`config.mk`:
```
export PLATFORM = sky130hd
export DESIGN_NAME = ring_deque_with_search_top
export DESIGN_NICKNAME = d
export VERILOG_FILES = /design/src/design/rdq_pkg.sv /design/src/design/rdq_front.sv /design/src/design/rdq_back.sv /design/src/design/ring_deque_with_search_top.sv
export SDC_FILE = /design/constraint.sdc
export NUM_CORES = 1
export LEC_CHECK = 0
export BUFFER_PORTS_ARGS = -buffer_cell sky130_fd_sc_hd__buf_4
export CORE_ASPECT_RATIO = 0.9
export CORE_UTILIZATION = 55
export CTS_CLUSTER_DIAMETER = 50
export CTS_CLUSTER_SIZE = 8
export DETAILED_ROUTE_END_ITERATION = 8
export PLACE_DENSITY = 0.72
export SLEW_MARGIN = 15
export SYNTH_ARGS = -nofsm -noshare
export SYNTH_HDL_FRONTEND = slang
export SYNTH_SLANG_ARGS = --single-unit
```
`constraint.sdc`:
```
create_clock -name clk -period 10.3 [get_ports clk]
set_input_delay 1.545 -clock clk [delete_from_list [all_inputs] [get_ports clk]]
set_output_delay 1.545 -clock clk [all_outputs]
set_load 0.02 [all_outputs]
```
`src/design/rdq_pkg.sv`:
```
`timescale 1ns / 1ps

package rdq_pkg;

  // request kind codes on the input channel
  localparam logic [2:0] KIND_INS_FRONT = 3'd0;
  localparam logic [2:0] KIND_INS_BACK  = 3'd1;
  localparam logic [2:0] KIND_REM_FRONT = 3'd2;
  localparam logic [2:0] KIND_REM_BACK  = 3'd3;
  localparam logic [2:0] KIND_LIST      = 3'd4;
  localparam logic [2:0] KIND_SEARCH    = 3'd5;

  // result status codes
  localparam logic [1:0] STAT_OK        = 2'd0;
  localparam logic [1:0] STAT_EMPTY     = 2'd1;
  localparam logic [1:0] STAT_FULL      = 2'd2;
  localparam logic [1:0] STAT_NOT_FOUND = 2'd3;

  // entries in the command queue between front and back
  localparam int QDEPTH = 2;

  typedef struct packed {
    logic [2:0]         kind;
    logic signed [31:0] value;
  } rdq_in_t;

  typedef struct packed {
    logic [1:0]         status;
    logic signed [31:0] data;
    logic [4:0]         position;
    logic               last;
  } rdq_out_t;

  typedef enum logic [2:0] {
    OP_INS_FRONT,
    OP_INS_BACK,
    OP_REM_FRONT,
    OP_REM_BACK,
    OP_LIST,
    OP_SEARCH
  } rdq_op_t;

  typedef struct packed {
    rdq_op_t     op;
    logic [31:0] value;
  } rdq_cmd_t;

  typedef enum logic {
    S_IDLE,
    S_WALK
  } rdq_state_t;

endpackage

```
`src/design/rdq_front.sv`:
```
`timescale 1ns / 1ps

module rdq_front (
  input  logic              clk,
  input  logic              rst_n,
  input  logic              in_valid,
  output logic              in_stall,
  input  rdq_pkg::rdq_in_t  in_item,
  output logic              cmd_valid,
  output rdq_pkg::rdq_cmd_t cmd,
  input  logic              cmd_pop
);

  localparam int QAW = $clog2(rdq_pkg::QDEPTH);
  localparam int QCW = $clog2(rdq_pkg::QDEPTH + 1);
  localparam logic [QAW-1:0] QLAST = QAW'(rdq_pkg::QDEPTH - 1);

  rdq_pkg::rdq_cmd_t q_mem_r [rdq_pkg::QDEPTH];
  logic [QAW-1:0]    wptr_r, wptr_nxt;
  logic [QAW-1:0]    rptr_r, rptr_nxt;
  logic [QCW-1:0]    fill_r, fill_nxt;

  rdq_pkg::rdq_op_t  op_dec;
  logic              known;
  logic              push;
  logic              pop;

  always_comb begin
    known  = 1'b1;
    op_dec = rdq_pkg::OP_INS_FRONT;
    unique case (in_item.kind)
      rdq_pkg::KIND_INS_FRONT: op_dec = rdq_pkg::OP_INS_FRONT;
      rdq_pkg::KIND_INS_BACK:  op_dec = rdq_pkg::OP_INS_BACK;
      rdq_pkg::KIND_REM_FRONT: op_dec = rdq_pkg::OP_REM_FRONT;
      rdq_pkg::KIND_REM_BACK:  op_dec = rdq_pkg::OP_REM_BACK;
      rdq_pkg::KIND_LIST:      op_dec = rdq_pkg::OP_LIST;
      rdq_pkg::KIND_SEARCH:    op_dec = rdq_pkg::OP_SEARCH;
      default:                 known  = 1'b0;  // unused kinds are taken and dropped
    endcase
  end

  assign in_stall  = (fill_r == QCW'(rdq_pkg::QDEPTH));
  assign push      = in_valid && !in_stall && known;
  assign cmd_valid = (fill_r != '0);
  assign pop       = cmd_pop && cmd_valid;
  assign cmd       = q_mem_r[rptr_r];

  always_comb begin
    wptr_nxt = wptr_r;
    rptr_nxt = rptr_r;
    fill_nxt = fill_r;
    if (push) begin
      wptr_nxt = (wptr_r == QLAST) ? '0 : wptr_r + 1'b1;
    end
    if (pop) begin
      rptr_nxt = (rptr_r == QLAST) ? '0 : rptr_r + 1'b1;
    end
    if (push && !pop) begin
      fill_nxt = fill_r + 1'b1;
    end else if (pop && !push) begin
      fill_nxt = fill_r - 1'b1;
    end
  end

  always_ff @(posedge clk) begin
    if (!rst_n) begin
      wptr_r <= '0;
      rptr_r <= '0;
      fill_r <= '0;
    end else begin
      wptr_r <= wptr_nxt;
      rptr_r <= rptr_nxt;
      fill_r <= fill_nxt;
    end
  end

  always_ff @(posedge clk) begin
    if (push) begin
      q_mem_r[wptr_r] <= '{op: op_dec, value: in_item.value};
    end
  end

endmodule

```
`src/design/rdq_back.sv`:
```
`timescale 1ns / 1ps

module rdq_back #(
  parameter int DEPTH      = 16,
  parameter int DATA_WIDTH = 32
) (
  input  logic              clk,
  input  logic              rst_n,
  input  logic              cmd_valid,
  input  rdq_pkg::rdq_cmd_t cmd,
  output logic              cmd_pop,
  output logic              out_valid,
  input  logic              out_stall,
  output rdq_pkg::rdq_out_t out_item
);

  localparam int IW = $clog2(DEPTH);
  localparam int CW = $clog2(DEPTH + 1);
  localparam logic [IW-1:0] LAST_IDX = IW'(DEPTH - 1);
  localparam logic [CW:0]   DEPTH_W  = (CW+1)'(DEPTH);

  logic [DATA_WIDTH-1:0] mem [DEPTH];

  rdq_pkg::rdq_state_t   state_r, state_nxt;
  logic [IW-1:0]         head_r, head_nxt;
  logic [CW-1:0]         count_r, count_nxt;
  rdq_pkg::rdq_op_t      op_r, op_nxt;
  logic [DATA_WIDTH-1:0] key_r, key_nxt;
  logic [IW-1:0]         rd_ptr_r, rd_ptr_nxt;
  logic [CW-1:0]         len_r, len_nxt;
  logic [CW-1:0]         iss_r, iss_nxt;
  logic [CW-1:0]         idx_r, idx_nxt;
  logic                  rd_vld_r, rd_vld_nxt;
  logic [DATA_WIDTH-1:0] rd_data_r;
  logic                  out_valid_r;
  rdq_pkg::rdq_out_t     out_item_r;

  logic                  can_emit;
  logic                  emit;
  rdq_pkg::rdq_out_t     emit_item;
  logic                  wr_en;
  logic [IW-1:0]         wr_addr;
  logic                  rd_en;
  logic                  start_walk;
  logic                  consume;
  logic                  done;
  logic                  issue;
  logic                  last_ent;
  logic                  match;

  logic [DATA_WIDTH+31:0] key_wide;
  logic [DATA_WIDTH-1:0]  key_in;
  logic [DATA_WIDTH+31:0] data_wide;
  logic [CW+5:0]          pos_wide;
  logic [IW-1:0]          head_dec, head_inc, ptr_inc;
  logic [CW:0]            tail_sum, back_sum;
  logic [IW-1:0]          tail_idx, back_idx;
  logic                   full, empty;

  // ring arithmetic
  assign head_dec = (head_r == '0) ? LAST_IDX : head_r - 1'b1;
  assign head_inc = (head_r == LAST_IDX) ? '0 : head_r + 1'b1;
  assign ptr_inc  = (rd_ptr_r == LAST_IDX) ? '0 : rd_ptr_r + 1'b1;
  assign tail_sum = (CW+1)'(head_r) + (CW+1)'(count_r);
  assign back_sum = tail_sum - 1'b1;
  assign tail_idx = (tail_sum >= DEPTH_W) ? IW'(tail_sum - DEPTH_W) : IW'(tail_sum);
  assign back_idx = (back_sum >= DEPTH_W) ? IW'(back_sum - DEPTH_W) : IW'(back_sum);
  assign full     = (count_r == CW'(DEPTH));
  assign empty    = (count_r == '0);

  assign key_wide  = {{DATA_WIDTH{1'b0}}, cmd.value};
  assign key_in    = key_wide[DATA_WIDTH-1:0];
  assign data_wide = {32'd0, rd_data_r};
  assign pos_wide  = (CW+6)'(idx_r) + 1'b1;
  assign last_ent  = ((idx_r + 1'b1) == len_r);
  assign match     = (rd_data_r == key_r);

  assign can_emit  = !out_valid_r || !out_stall;
  assign out_valid = out_valid_r;
  assign out_item  = out_item_r;

  always_comb begin
    head_nxt   = head_r;
    count_nxt  = count_r;
    op_nxt     = op_r;
    key_nxt    = key_r;
    rd_ptr_nxt = rd_ptr_r;
    len_nxt    = len_r;
    iss_nxt    = iss_r;
    idx_nxt    = idx_r;
    rd_vld_nxt = rd_vld_r;
    cmd_pop    = 1'b0;
    wr_en      = 1'b0;
    wr_addr    = head_r;
    rd_en      = 1'b0;
    start_walk = 1'b0;
    consume    = 1'b0;
    done       = 1'b0;
    issue      = 1'b0;
    emit       = 1'b0;
    emit_item  = '{status: rdq_pkg::STAT_OK, data: '0, position: '0, last: 1'b1};

    unique case (state_r)
      rdq_pkg::S_IDLE: begin
        if (cmd_valid && can_emit) begin
          cmd_pop = 1'b1;
          op_nxt  = cmd.op;
          key_nxt = key_in;
          iss_nxt = '0;
          idx_nxt = '0;
          rd_vld_nxt = 1'b0;
          case (cmd.op) inside
            rdq_pkg::OP_INS_FRONT, rdq_pkg::OP_INS_BACK: begin
              emit = 1'b1;
              if (full) begin
                emit_item.status = rdq_pkg::STAT_FULL;
              end else begin
                wr_en     = 1'b1;
                count_nxt = count_r + 1'b1;
                if (cmd.op == rdq_pkg::OP_INS_FRONT) begin
                  wr_addr  = head_dec;
                  head_nxt = head_dec;
                end else begin
                  wr_addr = tail_idx;
                end
              end
            end
            default: begin
              if (empty) begin
                emit             = 1'b1;
                emit_item.status = rdq_pkg::STAT_EMPTY;
              end else begin
                start_walk = 1'b1;
                case (cmd.op) inside
                  rdq_pkg::OP_REM_FRONT: begin
                    rd_ptr_nxt = head_r;
                    len_nxt    = CW'(1);
                    head_nxt   = head_inc;
                    count_nxt  = count_r - 1'b1;
                  end
                  rdq_pkg::OP_REM_BACK: begin
                    rd_ptr_nxt = back_idx;
                    len_nxt    = CW'(1);
                    count_nxt  = count_r - 1'b1;
                  end
                  default: begin
                    rd_ptr_nxt = head_r;
                    len_nxt    = count_r;
                  end
                endcase
              end
            end
          endcase
        end
      end
      rdq_pkg::S_WALK: begin
        if (rd_vld_r) begin
          if (op_r == rdq_pkg::OP_SEARCH) begin
            if (match || last_ent) begin
              if (can_emit) begin
                consume = 1'b1;
                done    = 1'b1;
                emit    = 1'b1;
                if (match) begin
                  emit_item.position = pos_wide[4:0];
                end else begin
                  emit_item.status = rdq_pkg::STAT_NOT_FOUND;
                end
              end
            end else begin
              consume = 1'b1;  // miss on a middle entry: no result
            end
          end else if (can_emit) begin
            consume        = 1'b1;
            done           = last_ent;
            emit           = 1'b1;
            emit_item.data = data_wide[31:0];
            emit_item.last = last_ent;
            if (op_r == rdq_pkg::OP_LIST) begin
              emit_item.position = pos_wide[4:0];
            end
          end
        end
        // keep one read in flight ahead of the compare / emit
        issue = (iss_r != len_r) && (!rd_vld_r || consume) && !done;
        if (issue) begin
          rd_en      = 1'b1;
          rd_ptr_nxt = ptr_inc;
          iss_nxt    = iss_r + 1'b1;
        end
        if (consume) begin
          idx_nxt = idx_r + 1'b1;
        end
        if (done) begin
          rd_vld_nxt = 1'b0;
        end else if (issue) begin
          rd_vld_nxt = 1'b1;
        end else if (consume) begin
          rd_vld_nxt = 1'b0;
        end
      end
      default: ;
    endcase
  end

  always_comb begin
    state_nxt = state_r;
    unique case (state_r)
      rdq_pkg::S_IDLE: if (start_walk) state_nxt = rdq_pkg::S_WALK;
      rdq_pkg::S_WALK: if (done) state_nxt = rdq_pkg::S_IDLE;
      default:         state_nxt = rdq_pkg::S_IDLE;
    endcase
  end

  always_ff @(posedge clk) begin
    if (!rst_n) begin
      state_r     <= rdq_pkg::S_IDLE;
      head_r      <= '0;
      count_r     <= '0;
      rd_vld_r    <= 1'b0;
      iss_r       <= '0;
      idx_r       <= '0;
      len_r       <= '0;
      out_valid_r <= 1'b0;
    end else begin
      state_r     <= state_nxt;
      head_r      <= head_nxt;
      count_r     <= count_nxt;
      rd_vld_r    <= rd_vld_nxt;
      iss_r       <= iss_nxt;
      idx_r       <= idx_nxt;
      len_r       <= len_nxt;
      out_valid_r <= emit || (out_valid_r && out_stall);
    end
  end

  always_ff @(posedge clk) begin
    op_r     <= op_nxt;
    key_r    <= key_nxt;
    rd_ptr_r <= rd_ptr_nxt;
    if (emit) begin
      out_item_r <= emit_item;
    end
  end

  // entry store: one write port, one registered read port
  always_ff @(posedge clk) begin
    if (wr_en) begin
      mem[wr_addr] <= key_in;
    end
    if (rd_en) begin
      rd_data_r <= mem[rd_ptr_r];
    end
  end

  a_count_range: assert property (@(posedge clk) disable iff (!rst_n)
    count_r <= CW'(DEPTH))
    else $error("entry count above capacity");

  a_idle_no_read: assert property (@(posedge clk) disable iff (!rst_n)
    state_r == rdq_pkg::S_IDLE |-> !rd_vld_r)
    else $error("read data pending while idle");

  a_walk_track: assert property (@(posedge clk) disable iff (!rst_n)
    state_r == rdq_pkg::S_WALK |-> iss_r == (idx_r + CW'(rd_vld_r)))
    else $error("issued reads out of step with consumed entries");

  a_no_emit_blocked: assert property (@(posedge clk) disable iff (!rst_n)
    (out_valid_r && out_stall) |=> (out_valid_r && $stable(out_item_r)))
    else $error("stalled result overwritten");

endmodule

```
`src/design/ring_deque_with_search_top.sv`:
```
`timescale 1ns / 1ps

// Bounded double-ended queue in a ring store, with listing and search.
// Input channel (in_valid / in_stall / in_item): one request per transfer;
//   kind picks insert front/back, remove front/back, list or search.
//   Kinds 6 and 7 are taken and dropped with no result.
// Result channel (out_valid / out_stall / out_item): one result per request,
//   except a listing, which returns one result per stored entry in order
//   from the head; out_item.last marks the final result of each request.
// A two-entry command queue sits between the request decoder and the
// store sequencer, so requests keep being taken while results are held.
// Inserts and empty/full cases answer straight from the idle state;
//   removes, lists and searches walk the store through its single read
//   port, one entry per cycle while the receiver does not stall: a search
//   stops at its first hit, while a miss or a listing walks every entry.
// The sequencer takes the next command only once it is idle again.
// Reset (rst_n low at a clock edge) empties the queue; store contents need
// no clearing. When the receiver stalls, the current result holds and the
// sequencer waits; once the command queue fills, in_stall rises.

module ring_deque_with_search_top #(
  parameter int DEPTH      = 16,
  parameter int DATA_WIDTH = 32
) (
  input  logic              clk,
  input  logic              rst_n,
  input  logic              in_valid,
  output logic              in_stall,
  input  rdq_pkg::rdq_in_t  in_item,
  output logic              out_valid,
  input  logic              out_stall,
  output rdq_pkg::rdq_out_t out_item
);

  logic              cmd_valid;
  logic              cmd_pop;
  rdq_pkg::rdq_cmd_t cmd;

  rdq_front u_front (
    .clk       (clk),
    .rst_n     (rst_n),
    .in_valid  (in_valid),
    .in_stall  (in_stall),
    .in_item   (in_item),
    .cmd_valid (cmd_valid),
    .cmd       (cmd),
    .cmd_pop   (cmd_pop)
  );

  rdq_back #(
    .DEPTH      (DEPTH),
    .DATA_WIDTH (DATA_WIDTH)
  ) u_back (
    .clk       (clk),
    .rst_n     (rst_n),
    .cmd_valid (cmd_valid),
    .cmd       (cmd),
    .cmd_pop   (cmd_pop),
    .out_valid (out_valid),
    .out_stall (out_stall),
    .out_item  (out_item)
  );

endmodule
```
==> impl_metrics.csv <==
group,metric,value,unit
cts,h-tree-depth,3,
die,die_y,218,µm
sta,slew_headroom,20.6,%
cts,ctsRootBufferMaster,"clkbuf_16",
logic_synthesis,ys_types,74,
pwr,p_leak,11.0,nW
detailed_routing,detail_route.iter0.violations,1950,
logic_synthesis,syn-cell-area,0.0286,mm²
logic_synthesis,ys.flop_type,"edfxtp_1",
worst_setup_path,max_stage_delay,0.97,ns
die,num_rows,78,
pwr,totalPowerFinal,0.00970,W
sta,setup_tns,0,ns
detailed_routing,drc,0,
sta,fin_crit,4.40,ns
logic_synthesis,synth.area.top_cells,"edfxtp_1 (73%), mux4_2 (5.0%), mux2i_1 (4.0%)",
global_routing,grt_use_met3,9.15,%
global_routing,antenna_found_initial,2,
detailed_routing,num_vias,15235,
sta,hold_viol,0,
sta,fin_crit_sh,42.7,%
detailed_routing,drt_first_pass_iters,6,
pwr,ir_worst_vdd,0.272,mV
die,io_pins,81,
finish,area_growth,15.1,%
cts,cts_buffer_depth,3,
cts,cts_tree,"built",
cts,insertion_delay,0.65,ns
finish,drive_above_1_share,20.4,%
worst_setup_path,critical_path.max_fanout,32,
logic_synthesis,syn_avg_cell_area,17.8,µm²
worst_setup_path,startpoint_type,"register",
sta,rsz0062_at_grt,"false",
min_path,holdCritPathClass,"register to register",
sta,finClkSkew,0.0177,ns
worst_setup_path,endpoint,"u_back.mem[6][11]",
finish,diodes,0,
cts,cts_repair_resize_count,0,
global_routing,use_met1,39.2,%
sta,tightest_slew,1.19,ns
die,die_area,0.0529,mm²
finish,nFillCells,3375,
cts,hold_buffers,0,
placed_design,place_congestion,0.872,
cts,cts_inserted_buffers,102,
detailed_routing,avgViaCountPerCell,6.20,
worst_setup_path,r2r_end,"u_back.mem[6][11]",
placed_design,port-buffer-count,80,
logic_synthesis,ys_seq_area_share,75.1,%
worst_setup_path,worstSetupEndpointType,"register",
global_routing,met2_usage,34.0,%
worst_setup_path,worstRegToRegCells,10,
job,maxCapViolCount,0,
die,design.core.area,0.0508,mm²
detailed_routing,wl_per_cell,26.6,µm
die,start_util,56.2,%
run_status,status,"finished clean",
worst_setup_path,critPathRequiredTime,10.56,ns
worst_setup_path,crit_chain,"buf_4, mux2i_1, inv_1, nor2_1, buf_4, nand2_1, o21ai_0, a32o_1, nand2_1, nor2_4",
global_routing,grt_max_degree,141,
finish,fin_nets,1789,
logic_synthesis,syn_nets,1661,
global_routing,grt_pass1_vias,14871,
cts,postCtsSetupRepairBufs,0,
logic_synthesis,ys_ff_latch,725,
logic_synthesis,yosysTopAreaCell,"edfxtp_1",
placed_design,pre_cts_slack,5.90,ns
sta,fmax,227,MHz
global_routing,grt_pass1_wl,96.4,mm
placed_design,dp_hpwl,39.4,mm
global_routing,grt_overflow,0,
sta,slew_viol_final,0,
worst_setup_path,critPathSlowestCell,"nor2_4",
logic_synthesis,synthCells,1604,
detailed_routing,wl,65.5,mm
sta,worst_hold_slack,0.511,ns
logic_synthesis,synth_edf_count,693,
cts,cts.sinks,725,
cts,clk_pin_slew,0.05,ns
die,dieWidth,242,µm
worst_setup_path,ff2ff_setup_slack,5.90,ns
finish,multiInputGateArea,0.00688,mm²
pwr,cellPowerDensity,295,mW/mm²
global_routing,busiest_layer,"met1",
logic_synthesis,synth_top_area_share,72.8,%
sta,setup_viol,0,
detailed_routing,postRouteAntennaNets,0,
worst_setup_path,arrival,4.65,ns
global_routing,grt_usage,25.3,%
finish,regArea,0.0215,mm²
logic_synthesis,async_flop_share,0,%
logic_synthesis,yosysWarnings,0,
sta,timing.final.ws_setup,5.90,ns
worst_setup_path,crit_type,"register to register",
-- how the worst min path moves through the flow --
stage | start | end | cells past startpoint
final | u_back.rd_vld_r | u_back.rd_vld_r | 2
after floorplan | u_back.len_r[2] | u_back.len_r[2] | 2
after detailed placement | u_back.len_r[2] | u_back.len_r[2] | 2
after global routing | u_back.rd_vld_r | u_back.rd_vld_r | 2
after CTS | u_back.len_r[2] | u_back.len_r[2] | 2
after global placement | u_back.rd_vld_r | u_back.rd_vld_r | 2
-- area by class of cell --
type	count	share of cell area [%]
clock buffers	142	8.28
clock inverters	9	0.418
inverters	22	0.251
well taps	680	2.59
repair buffers	97	2.33
flip-flops and latches	725	65.2
multi-input cells	784	20.9
-- state kept, by name (all words and copies together) (netlist names), 2 cells and up, named ones only --
name / cells
u_back.len_r: 5
u_back.op_r: 3
u_back.rd_data_r: 32
u_back.mem: 512
u_front.q_mem_r: 70
u_back.key_r: 32
u_back.out_item: 40
u_back.iss_r: 5
u_front.fill_r: 2
u_back.count_r: 5
u_back.head_r: 4
u_back.rd_ptr_r: 4
u_back.idx_r: 5
-- report_power, final --
part | internal (W) | total, W | switching [W]
sequential | 0.00381 | 0.00399 | 0.000177
clock | 0.00184 | 0.00301 | 0.00118
combinational | 0.000927 | 0.00269 | 0.00177
total | 0.00658 | 0.00970 | 0.00312
-- critical path, delay by kind of cell (launching register included) --
kind            cells  cell delay (ns)
flops               1             0.73
mux                 1             0.40
buf+inv             3             0.84
simple gates        4             1.50
compound gates      2             0.47
-- cell usage in the layout, fill, tap and decap left out, types with 35 or more instances in the layout --
cell / synthesis / routed
buf_4: 1 / 94
and2_1: 37 / 35
mux2i_1: 115 / 115
nand2_1: 92 / 92
mux2_2: 52 / 52
xnor2_1: 55 / 55
a21oi_1: 48 / 48
clkbuf_1: 43 / 39
mux4_2: 64 / 64
o21ai_0: 67 / 67
edfxtp_1: 693 / 693
clkbuf_16: 0 / 103
-- synth_stat cells, types with 2 or more instances --
cell         n
a211o_1      3
a211oi_1     3
a21boi_0     2
a21o_1       3
a21oi_1     48
a221oi_1    32
a22oi_1     32
a31oi_1      3
a32oi_1      2
and2_1      37
and3_1       3
buf_1        7
buf_2       21
clkbuf_1    43
dfxtp_1     32
edfxtp_1   693
fa_1         2
ha_1        16
inv_1       20
mux2_2      52
mux2i_1    115
mux4_2      64
nand2_1     92
nand2b_1     4
nand3_1     20
nand3b_1     3
nand4_1      9
nand4b_1     5
nor2_1      40
nor2b_1      7
nor3_1       7
nor4_1       3
o211ai_1     6
o21a_1       4
o21ai_0     67
o2bb2ai_1    2
o31ai_1      4
or2_2        2
or3_1        2
xnor2_1     55
xor2_1       6
-- through the flow --
step / instances / utilization [%] / instance area, µm²
finish: 2459 / 64.7 / 32900
global route: 2459 / 64.7 / 32900
CTS: 2457 / 64.6 / 32900
detailed placement: 2306 / 59.0 / 30000
global placement: 2306 / 59.0 / 30000
floorplan: 1604 / - / 28600
-- layer usage --
metal / vias to the layer above / part of all wire [%]
met5: - / 0.020
met4: 2 / 1.3
met3: 77 / 12
met2: 782 / 42
met1: 7780 / 44
li1: 6594 / -
-- kinds of logic after synthesis --
group | Yosys count | synth area share [%]
fa+ha+maj | 18 | 0.841
compound gates | 227 | 5.28
xor+xnor | 63 | 2.03
flops | 725 | 75.1
buf+inv | 95 | 1.38
simple gates | 244 | 4.22
mux | 232 | 11.2
No activity file was read; power rests on OpenSTA's default activity.
